<file path="src/cdq_pkg.sv">
// cdq_pkg: shared types and constants for the circular deque buffer
// no dependencies; used by the channel interfaces and circular_deque_buffer
`default_nettype none

package cdq_pkg;

  localparam int OPCODE_W   = 3;
  localparam int VALUE_W    = 32;
  localparam int STATUS_W   = 3;
  localparam int CFG_IDX_W  = 2;
  localparam int CFG_DATA_W = 6;

  typedef enum logic [OPCODE_W-1:0] {
    OP_PUSH_FRONT = 3'd0,
    OP_PUSH_BACK  = 3'd1,
    OP_POP_FRONT  = 3'd2,
    OP_POP_BACK   = 3'd3,
    OP_DUMP       = 3'd4
  } op_t;

  typedef enum logic [STATUS_W-1:0] {
    ST_OK        = 3'd0,
    ST_NOT_CFG   = 3'd1,
    ST_OVERFLOW  = 3'd2,
    ST_UNDERFLOW = 3'd3,
    ST_EMPTY     = 3'd4
  } status_t;

  typedef enum logic [CFG_IDX_W-1:0] {
    REG_SIZE_LIMIT = 2'd0,
    REG_ENABLED    = 2'd1
  } reg_idx_t;

  typedef enum logic {
    S_IDLE = 1'b0,
    S_DUMP = 1'b1
  } state_t;

endpackage

`default_nettype wire

</file>
<file path="src/cdq_if.sv">
// cdq_if: valid/ready channel interfaces for requests, results and configuration
// depends on cdq_pkg for field widths
`default_nettype none

interface cdq_in_if import cdq_pkg::*; ();
  logic                valid;
  logic                ready;
  logic [OPCODE_W-1:0] opcode;
  logic [VALUE_W-1:0]  push_value;

  modport source (output valid, output opcode, output push_value, input ready);
  modport sink   (input valid, input opcode, input push_value, output ready);
endinterface

interface cdq_out_if import cdq_pkg::*; ();
  logic                valid;
  logic                ready;
  logic [STATUS_W-1:0] status;
  logic [VALUE_W-1:0]  out_value;
  logic                slot_occupied;
  logic                last;

  modport source (output valid, output status, output out_value, output slot_occupied,
                  output last, input ready);
  modport sink   (input valid, input status, input out_value, input slot_occupied,
                  input last, output ready);
endinterface

interface cdq_cfg_if import cdq_pkg::*; ();
  logic                  valid;
  logic                  ready;
  logic [CFG_IDX_W-1:0]  reg_index;
  logic [CFG_DATA_W-1:0] wdata;

  modport source (output valid, output reg_index, output wdata, input ready);
  modport sink   (input valid, input reg_index, input wdata, output ready);
endinterface

`default_nettype wire

</file>
<file path="src/cdq_ram.sv">
// cdq_ram: generic single write port, single read port ram with registered read
// no dependencies
`default_nettype none

module cdq_ram #(
  parameter int WIDTH = 32,
  parameter int DEPTH = 32
) (
  input  wire logic                                 clk,
  input  wire logic                                 wr_en,
  input  wire logic [(DEPTH > 1 ? $clog2(DEPTH) : 1)-1:0] wr_addr,
  input  wire logic [WIDTH-1:0]                     wr_data,
  input  wire logic                                 rd_en,
  input  wire logic [(DEPTH > 1 ? $clog2(DEPTH) : 1)-1:0] rd_addr,
  output logic      [WIDTH-1:0]                     rd_data
);

  logic [WIDTH-1:0] mem [DEPTH];

  always_ff @(posedge clk) begin
    if (wr_en) begin
      mem[wr_addr] <= wr_data;
    end
    // read data holds while no read is issued
    if (rd_en) begin
      rd_data <= mem[rd_addr];
    end
  end

endmodule

`default_nettype wire

</file>
<file path="src/circular_deque_buffer.sv">
// circular_deque_buffer: double-ended queue over a ring of slots
// depends on cdq_pkg, cdq_if (channel interfaces) and cdq_ram (slot memory)
//
// Requests on in_ch push to or pop from either end of a ring, or dump the ring.
// Each push, pop or error answers with one result whose last flag is set; a dump
// answers with one result per ring slot, front first, last set on the final one.
// Push, pop and error requests are taken one per cycle while the read stage has
// room; each result passes through the slot memory read and then the output
// register. A dump holds the input until every ring slot has been read,
// as every slot goes through the single read port of the slot memory in turn.
// Unknown opcodes are taken and give no result. Writing size_limit on cfg_ch
// empties the ring at once (occupancy is kept in flip-flops, no clearing pass);
// configuration is to be written only while the block is idle.
`default_nettype none

module circular_deque_buffer import cdq_pkg::*; #(
  parameter int DEPTH      = 32,
  parameter int WORD_WIDTH = 32
) (
  input wire logic clk,
  input wire logic rst_n,
  cdq_in_if.sink    in_ch,
  cdq_out_if.source out_ch,
  cdq_cfg_if.sink   cfg_ch
);

  // index into the ring, count/size width, stored word width
  localparam int IW = (DEPTH > 1) ? $clog2(DEPTH) : 1;
  localparam int NW = $clog2(DEPTH + 1);
  localparam int SW = (WORD_WIDTH < VALUE_W) ? WORD_WIDTH : VALUE_W;

  // control state
  state_t           state_r,     state_nxt;
  logic [NW-1:0]    ring_n_r,    ring_n_nxt;    // ring size, clipped to DEPTH
  logic             enabled_r,   enabled_nxt;
  logic [IW-1:0]    head_r,      head_nxt;
  logic [IW-1:0]    tail_r,      tail_nxt;
  logic [NW-1:0]    count_r,     count_nxt;
  logic [DEPTH-1:0] full_r,      full_nxt;      // per-slot occupancy
  logic [IW-1:0]    dump_idx_r,  dump_idx_nxt;
  logic [NW-1:0]    dump_left_r, dump_left_nxt;

  // read stage: waits on the memory read data
  logic             s1_v_r,      s1_v_nxt;
  status_t          s1_status_r, s1_status_nxt;
  logic             s1_occ_r,    s1_occ_nxt;
  logic             s1_last_r,   s1_last_nxt;

  // output register
  logic             out_v_r,      out_v_nxt;
  status_t          out_status_r, out_status_nxt;
  logic [VALUE_W-1:0] out_value_r, out_value_nxt;
  logic             out_occ_r,    out_occ_nxt;
  logic             out_last_r,   out_last_nxt;

  // memory ports
  logic          wr_en;
  logic [IW-1:0] wr_addr;
  logic [SW-1:0] wr_data;
  logic          rd_en;
  logic [IW-1:0] rd_addr;
  logic [SW-1:0] rd_data;

  logic s1_move;
  logic issue_ok;
  logic accept;
  logic cfg_write;
  logic known_op;

  cdq_ram #(
    .WIDTH (SW),
    .DEPTH (DEPTH)
  ) u_slot_ram (
    .clk     (clk),
    .wr_en   (wr_en),
    .wr_addr (wr_addr),
    .wr_data (wr_data),
    .rd_en   (rd_en),
    .rd_addr (rd_addr),
    .rd_data (rd_data)
  );

  // next slot towards the back, wrapping at the ring size
  function automatic logic [IW-1:0] ring_inc(input logic [IW-1:0] x, input logic [NW-1:0] n);
    logic [IW-1:0] r;
    if (int'(x) + 1 >= int'(n)) begin
      r = '0;
    end else begin
      r = x + IW'(1);
    end
    return r;
  endfunction

  // next slot towards the front, wrapping to the ring's top slot
  function automatic logic [IW-1:0] ring_dec(input logic [IW-1:0] x, input logic [NW-1:0] n);
    logic [IW-1:0] r;
    if (x == '0) begin
      r = IW'(n - NW'(1));
    end else begin
      r = x - IW'(1);
    end
    return r;
  endfunction

  // the read stage moves on when the output register is empty or being drained
  assign s1_move  = s1_v_r && (!out_v_r || out_ch.ready);
  assign issue_ok = !s1_v_r || s1_move;

  assign in_ch.ready  = (state_r == S_IDLE) && issue_ok;
  assign accept       = in_ch.valid && in_ch.ready;
  assign cfg_ch.ready = 1'b1;
  assign cfg_write    = cfg_ch.valid && cfg_ch.ready;

  assign known_op = (in_ch.opcode == OP_PUSH_FRONT) || (in_ch.opcode == OP_PUSH_BACK) ||
                    (in_ch.opcode == OP_POP_FRONT)  || (in_ch.opcode == OP_POP_BACK)  ||
                    (in_ch.opcode == OP_DUMP);

  assign wr_data = in_ch.push_value[SW-1:0];

  assign out_ch.valid         = out_v_r;
  assign out_ch.status        = out_status_r;
  assign out_ch.out_value     = out_value_r;
  assign out_ch.slot_occupied = out_occ_r;
  assign out_ch.last          = out_last_r;

  always_comb begin
    state_nxt     = state_r;
    ring_n_nxt    = ring_n_r;
    enabled_nxt   = enabled_r;
    head_nxt      = head_r;
    tail_nxt      = tail_r;
    count_nxt     = count_r;
    full_nxt      = full_r;
    dump_idx_nxt  = dump_idx_r;
    dump_left_nxt = dump_left_r;

    // new entry for the read stage
    s1_v_nxt      = s1_v_r && !s1_move;
    s1_status_nxt = s1_status_r;
    s1_occ_nxt    = s1_occ_r;
    s1_last_nxt   = s1_last_r;

    wr_en   = 1'b0;
    wr_addr = '0;
    rd_en   = 1'b0;
    rd_addr = '0;

    // read stage into the output register; value masked unless the slot held data
    out_v_nxt      = out_v_r && !out_ch.ready;
    out_status_nxt = out_status_r;
    out_value_nxt  = out_value_r;
    out_occ_nxt    = out_occ_r;
    out_last_nxt   = out_last_r;
    if (s1_move) begin
      out_v_nxt      = 1'b1;
      out_status_nxt = s1_status_r;
      out_value_nxt  = s1_occ_r ? VALUE_W'(rd_data) : '0;
      out_occ_nxt    = s1_occ_r;
      out_last_nxt   = s1_last_r;
    end

    unique case (state_r)
      S_IDLE: begin
        if (accept && known_op) begin
          s1_v_nxt      = 1'b1;
          s1_status_nxt = ST_OK;
          s1_occ_nxt    = 1'b0;
          s1_last_nxt   = 1'b1;
          priority if (!enabled_r) begin
            s1_status_nxt = ST_NOT_CFG;
          end else if ((in_ch.opcode == OP_PUSH_FRONT) || (in_ch.opcode == OP_PUSH_BACK)) begin
            if (count_r >= ring_n_r) begin
              s1_status_nxt = ST_OVERFLOW;
            end else begin
              wr_en = 1'b1;
              if (in_ch.opcode == OP_PUSH_FRONT) begin
                wr_addr  = ring_dec(head_r, ring_n_r);
                head_nxt = wr_addr;
              end else begin
                wr_addr  = tail_r;
                tail_nxt = ring_inc(tail_r, ring_n_r);
              end
              full_nxt[wr_addr] = 1'b1;
              count_nxt         = count_r + NW'(1);
            end
          end else if ((in_ch.opcode == OP_POP_FRONT) || (in_ch.opcode == OP_POP_BACK)) begin
            if ((count_r == '0) || (ring_n_r == '0)) begin
              s1_status_nxt = ST_UNDERFLOW;
            end else begin
              rd_en = 1'b1;
              if (in_ch.opcode == OP_POP_FRONT) begin
                rd_addr  = head_r;
                head_nxt = ring_inc(head_r, ring_n_r);
              end else begin
                rd_addr  = ring_dec(tail_r, ring_n_r);
                tail_nxt = rd_addr;
              end
              s1_occ_nxt        = full_r[rd_addr];
              full_nxt[rd_addr] = 1'b0;
              count_nxt         = count_r - NW'(1);
            end
          end else begin
            // dump: nothing issued now, the sweep starts from the front in S_DUMP
            if ((count_r == '0) || (ring_n_r == '0)) begin
              s1_status_nxt = ST_EMPTY;
            end else begin
              s1_v_nxt      = s1_v_r && !s1_move;
              s1_status_nxt = s1_status_r;
              s1_last_nxt   = s1_last_r;
              dump_idx_nxt  = head_r;
              dump_left_nxt = ring_n_r;
              state_nxt     = S_DUMP;
            end
          end
        end
      end
      S_DUMP: begin
        // one slot per cycle while the read stage has room
        if (issue_ok) begin
          rd_en         = 1'b1;
          rd_addr       = dump_idx_r;
          s1_v_nxt      = 1'b1;
          s1_status_nxt = ST_OK;
          s1_occ_nxt    = full_r[dump_idx_r];
          s1_last_nxt   = (dump_left_r == NW'(1));
          dump_idx_nxt  = ring_inc(dump_idx_r, ring_n_r);
          dump_left_nxt = dump_left_r - NW'(1);
          if (dump_left_r == NW'(1)) begin
            state_nxt = S_IDLE;
          end
        end
      end
      default: begin
        state_nxt = S_IDLE;
      end
    endcase

    // the user must write configuration only while idle; the block does not enforce it
    if (cfg_write) begin
      if (cfg_ch.reg_index == REG_SIZE_LIMIT) begin
        ring_n_nxt = (int'(cfg_ch.wdata) > DEPTH) ? NW'(DEPTH) : NW'(cfg_ch.wdata);
        head_nxt   = '0;
        tail_nxt   = '0;
        count_nxt  = '0;
        full_nxt   = '0;
      end else if (cfg_ch.reg_index == REG_ENABLED) begin
        enabled_nxt = cfg_ch.wdata[0];
      end
    end
  end

  always_ff @(posedge clk) begin
    if (!rst_n) begin
      state_r     <= S_IDLE;
      ring_n_r    <= '0;
      enabled_r   <= 1'b0;
      head_r      <= '0;
      tail_r      <= '0;
      count_r     <= '0;
      full_r      <= '0;
      dump_idx_r  <= '0;
      dump_left_r <= '0;
      s1_v_r      <= 1'b0;
      out_v_r     <= 1'b0;
    end else begin
      state_r     <= state_nxt;
      ring_n_r    <= ring_n_nxt;
      enabled_r   <= enabled_nxt;
      head_r      <= head_nxt;
      tail_r      <= tail_nxt;
      count_r     <= count_nxt;
      full_r      <= full_nxt;
      dump_idx_r  <= dump_idx_nxt;
      dump_left_r <= dump_left_nxt;
      s1_v_r      <= s1_v_nxt;
      out_v_r     <= out_v_nxt;
    end
  end

  // payload registers, no reset
  always_ff @(posedge clk) begin
    s1_status_r  <= s1_status_nxt;
    s1_occ_r     <= s1_occ_nxt;
    s1_last_r    <= s1_last_nxt;
    out_status_r <= out_status_nxt;
    out_value_r  <= out_value_nxt;
    out_occ_r    <= out_occ_nxt;
    out_last_r   <= out_last_nxt;
  end

`ifndef SYNTH
  // element count stays within the ring
  a_count_le_size: assert property (@(posedge clk) disable iff (!rst_n)
    count_r <= ring_n_r)
    else $error("element count exceeds ring size");

  // occupancy bits agree with the element count
  a_full_matches_count: assert property (@(posedge clk) disable iff (!rst_n)
    NW'($countones(full_r)) == count_r)
    else $error("occupancy bits disagree with element count");

  // a pop always reads an occupied slot
  a_pop_reads_full: assert property (@(posedge clk) disable iff (!rst_n)
    (rd_en && (state_r == S_IDLE)) |-> full_r[rd_addr])
    else $error("pop from an empty slot");

  // a result without an element carries a zero value
  a_empty_value_zero: assert property (@(posedge clk) disable iff (!rst_n)
    (out_v_r && !out_occ_r) |-> (out_value_r == '0))
    else $error("non-zero value on a result without element");
`endif

endmodule

`default_nettype wire
</file>
<file path="src/flat_wrapper.sv">
// flat-port wrapper written by rule: the top's interface ports become plain ports
module circular_deque_buffer_flat import cdq_pkg::*;
#(
  parameter int DEPTH      = 32,
  parameter int WORD_WIDTH = 32
)
  (clk, rst_n, in_ch_valid, in_ch_opcode, in_ch_push_value, in_ch_ready, out_ch_valid, out_ch_status, out_ch_out_value, out_ch_slot_occupied, out_ch_last, out_ch_ready, cfg_ch_valid, cfg_ch_reg_index, cfg_ch_wdata, cfg_ch_ready);
  cdq_in_if in_ch_i ();
  cdq_out_if out_ch_i ();
  cdq_cfg_if cfg_ch_i ();
  input wire logic clk;
  input wire logic rst_n;
  input wire logic [$bits(in_ch_i.valid)-1:0] in_ch_valid;
  input wire logic [$bits(in_ch_i.opcode)-1:0] in_ch_opcode;
  input wire logic [$bits(in_ch_i.push_value)-1:0] in_ch_push_value;
  output wire logic [$bits(in_ch_i.ready)-1:0] in_ch_ready;
  output wire logic [$bits(out_ch_i.valid)-1:0] out_ch_valid;
  output wire logic [$bits(out_ch_i.status)-1:0] out_ch_status;
  output wire logic [$bits(out_ch_i.out_value)-1:0] out_ch_out_value;
  output wire logic [$bits(out_ch_i.slot_occupied)-1:0] out_ch_slot_occupied;
  output wire logic [$bits(out_ch_i.last)-1:0] out_ch_last;
  input wire logic [$bits(out_ch_i.ready)-1:0] out_ch_ready;
  input wire logic [$bits(cfg_ch_i.valid)-1:0] cfg_ch_valid;
  input wire logic [$bits(cfg_ch_i.reg_index)-1:0] cfg_ch_reg_index;
  input wire logic [$bits(cfg_ch_i.wdata)-1:0] cfg_ch_wdata;
  output wire logic [$bits(cfg_ch_i.ready)-1:0] cfg_ch_ready;
  assign in_ch_i.valid = in_ch_valid;
  assign in_ch_i.opcode = in_ch_opcode;
  assign in_ch_i.push_value = in_ch_push_value;
  assign in_ch_ready = in_ch_i.ready;
  assign out_ch_valid = out_ch_i.valid;
  assign out_ch_status = out_ch_i.status;
  assign out_ch_out_value = out_ch_i.out_value;
  assign out_ch_slot_occupied = out_ch_i.slot_occupied;
  assign out_ch_last = out_ch_i.last;
  assign out_ch_i.ready = out_ch_ready;
  assign cfg_ch_i.valid = cfg_ch_valid;
  assign cfg_ch_i.reg_index = cfg_ch_reg_index;
  assign cfg_ch_i.wdata = cfg_ch_wdata;
  assign cfg_ch_ready = cfg_ch_i.ready;
  circular_deque_buffer #(.DEPTH(DEPTH), .WORD_WIDTH(WORD_WIDTH)) u_core (.clk(clk), .rst_n(rst_n), .in_ch(in_ch_i), .out_ch(out_ch_i), .cfg_ch(cfg_ch_i));
endmodule
</file>
<file path="config.mk">
export PLATFORM = sky130hd
export DESIGN_NAME = circular_deque_buffer_flat
export DESIGN_NICKNAME = d
export VERILOG_FILES = /design/src/cdq_pkg.sv /design/src/cdq_if.sv /design/src/cdq_ram.sv /design/src/circular_deque_buffer.sv /design/src/flat_wrapper.sv
export SDC_FILE = /design/constraint.sdc
export NUM_CORES = 1
export LEC_CHECK = 0
export BUFFER_PORTS_ARGS = -buffer_cell sky130_fd_sc_hd__buf_4
export CORE_MARGIN = 2
export CORE_UTILIZATION = 60
export CTS_CLUSTER_DIAMETER = 80
export DETAILED_ROUTE_END_ITERATION = 8
export PLACE_DENSITY = 0.77
export SYNTH_ARGS = -nofsm -noshare
export SYNTH_HDL_FRONTEND = slang
export SYNTH_SLANG_ARGS = --single-unit
</file>
<file path="constraint.sdc">
create_clock -name clk -period 6.6 [get_ports clk]
set_clock_uncertainty 0.1 [all_clocks]
set_input_delay 0.33 -clock clk [delete_from_list [all_inputs] [get_ports clk]]
set_output_delay 0.33 -clock clk [all_outputs]
set_load 0.005 [all_outputs]
</file>
==> metrics.txt <==
run status complete, no violations; HPWL Detailed 70500 um; Yosys warning count 0; fill count 5100; worst hold path class primary input to flip-flop; clock root buffer clkbuf_16; startpoint types flip-flop; CP Max Fanout 21; total chip power 14.8 mW; Synth Register Bits 1167; PwrDens 279 nW/um2; Via density 6.72; RSZ-0062 raised after global routing no; register share of total power 0.549; most area-hungry cell type in the Yosys netlist edfxtp_1; crit-path max cell delay 1.05 ns; WP data arrival 5.55 ns; CTS Buf Count 109; Setup-failing EPs final 0; Initial Util 0.607; first-pass GRT wire length 193000 um; top cells by area, synth edfxtp_1 70%, nand2_1 5.9%, mux2i_1 4.2%, dfxtp_1 2.9%, nand3_1 2.4%; DRT antenna net count 0; initial antenna violation count 7; CTS tree done; share of layout cells above drive strength 1 0.108; flip-flop and latch area 34400 um2; top_reg_cell synth edfxtp_1; Tcrit/Tclk final 0.804; Post-Syn Area per Cell 14.0 um2; CP most frequent cell a21o_1; Overall Global Routing Usage 0.323; Nets 3561; CTS clk-pin slew, worst paths 0.06 ns; row count 102; sequential area share after synthesis 0.729; Overflow after GRT 0; Clk pwr share 0.431; post-CTS sizing 0; fin util 0.682; syn_nets 3460; io pins 88; Internal 11.8 mW; Post-Route WL 132000 um; P_sw 2.98 mW; cells after synthesis 3376; Final Hold Viols 0; CP max-delay cell nor3b_1; DR vias 31000; Switching Share 0.202; Async SR Flop Fraction 0; Layout Area Growth over Synthesis 12.3%; Post-synth EDFFs 1098; Critical Path RT 6.85 ns; clock latency on the worst-skew pair 0.69 ns; H-tree depth 3; clock buffer depth 3; Slew @ Worst Pin 1.30 ns; Crit. End Element flip-flop; Cell variety after synth 76; area of the multi-input gates 11700 um2; DRC 0; vias in the first global route 30100; PortBufs 86; Setup TNS Final 0 ns; Fmax achieved 189 MHz; Final Critical Period 5.30 ns; Starting DRT DRC Count 4687; top-area cell type share of the netlist area 0.700; clock sink count 1167; Die Footprint 80800 um2; WL per Instance 28.6 um; Die Ht 284 um; CP cell instances ha_1 -> nand2b_1 -> a21o_1 -> a21o_1 -> a21o_1 -> a21o_1 -> a21o_1 -> nor3b_1 -> nand3_1 -> nor2_4 -> buf_4; Die W 284 um; Final Max Tran Viols 0; maxcap violations 0; combinational share of power 0.020; leakage 16.8 nW; Mapped Area 47100 um2; Crit Path Category flip-flop to flip-flop; Worst slew margin 0.122; worst vdd ir 0.000291 V; first drt pass iteration count 6; largest net degree at the start of global routing 176; GPL Wtd Cong 0.923; total core area 77600 um2
worst paths after layout:
check,startpoint,endpoint,slack (ns),depth (start not counted)
setup / recovery,u_core.ring_n_r[0]$_SDFFE_PN0P_,u_core.u_slot_ram.mem[30][0]$_DFFE_PP_,1.30,11
setup reg to reg,u_core.ring_n_r[0]$_SDFFE_PN0P_,u_core.u_slot_ram.mem[30][0]$_DFFE_PP_,1.30,11
hold reg to reg,u_core.s1_status_r[1]$_SDFFCE_PP0P_,u_core.out_ch.status[1]$_DFFE_PP_,0.32,0
hold / removal,in_ch_push_value[12],u_core.u_slot_ram.mem[27][12]$_DFFE_PP_,0.02,1
metal layers:
layer	GRT usage	routed length, um
met1	0.450	49400
met3	0.0717	16200
met5	0	17
met2	0.502	61400
met4	0.124	4940
metrics by stage:
step,cells,hold WS (ns),setup WS (ns),cell area (um2)
6_report,4609,0.0244,1.30,52900
5_1_grt,4607,0.0200,1.14,52900
4_1_cts,4606,0.000149,1.47,52900
3_5_place_dp,4357,0.313,1.50,48800
3_3_place_gp,4357,0.304,1.59,48800
2_1_floorplan,3376,0.300,2.13,47100
cell usage after synthesis, drive strengths merged (4+ instances only):
cell type and instances:
o221a 4, mux4 11, nand2 741, mux2i 201
nand3 226, a32oi 68, nor3 18, nand2b 9
ha 36, a21o 14, dfxtp 69, xor2 7
nand3b 9, and2 37, nor2b 7, clkbuf 138
a211oi 9, or3 4, edfxtp 1098, nor2 73
nand4 69, o22ai 8, inv 41, o21ai 54
a21oi 73, a22oi 4, xnor2 13, nor3b 5
o211ai 4, a31oi 103, a221oi 103, buf 78
power groups by stage:
| stage | logic (mW) | registers (mW) | clock network [mW] |
|---|---|---|---|
| finish | 0.290 | 8.10 | 6.36 |
| floorplan | 0.0884 | 8.26 | 0 |
| detailed placement | 0.257 | 8.26 | 0 |
| global route | 0.309 | 8.10 | 6.66 |
| global placement | 0.248 | 8.26 | 0 |
| CTS | 0.281 | 8.10 | 6.38 |
placed cells by master, fill, tap and decap left out, drive strengths merged, types with 4 or more instances in the layout:
master and instances:
nand3 226, a32oi 68, a21oi 73, inv 50
o21ai 54, mux2i 201, clkinvlp 7, xnor2 13
a22oi 4, a31oi 103, nand2 741, buf 157
clkinv 40, or3 4, nand3b 9, o221a 4
nor2 73, edfxtp 1098, dfxtp 69, ha 36
a21o 14, nand2b 9, and2 37, nor3b 5
a211oi 9, o211ai 4, nand4 69, bufinv 14
o22ai 8, a221oi 103, mux4 11, nor2b 7
xor2 7, nor3 18, clkbuf 130, dlygate4sd3 49
worst max-delay path: cells and delay by family, from the launching register on:
| kind | cells | cell delay, ns |
|---|---|---|
| buffers and inverters | 1 | 0.40 |
| AND/OR/NAND/NOR | 4 | 2.42 |
| adder cells (fa/ha/maj) | 1 | 0.33 |
| AO/OA/AOI/OAI | 5 | 1.05 |
| flip-flops | 1 | 0.65 |
area by class of cell:
cell class	count	area share
flip-flops and latches	1167	0.649
diodes	3	0.000142
clock buffers	130	0.0530
well taps	1040	0.0246
clock inverters	70	0.0148
inverters	41	0.00291
multi-input cells	1952	0.221
repair buffers	206	0.0341
cells by family (layout without fill, tap and decap cells):
kind of cell,Yosys count,after routing,share of synthesized area
xor+xnor,20,20,0.00372
fa+ha+maj,36,36,0.00956
compound gates,467,467,0.0710
buf+inv,257,447,0.0253
simple gates,1214,1214,0.112
other cells,1,4,0.0000796
flops,1167,1167,0.729
mux,214,214,0.0487
registers in the layout, summed over array words and instances (netlist names), 3 cells and up:
signal                     cells
u_core.out_ch.out_value       32
u_core.out_ch.status           3
u_core.dump_left_r             6
u_core.count_r                 6
u_core.ring_n_r                6
u_core.u_slot_ram.rd_data     32
u_core.u_slot_ram.mem       1024
u_core.dump_idx_r              5
u_core.head_r                  5
u_core.s1_status_r             3
u_core.tail_r                  5
u_core.full_r                 32
repair_timing:
action | CTS | global route
hold endpoints to repair | 977 | 0
endpoints found under the setup margin | 0 | 0
setup buffers | 0 | 0
hold buffers | 49 | 0
(Power assumes the default switching activity.)
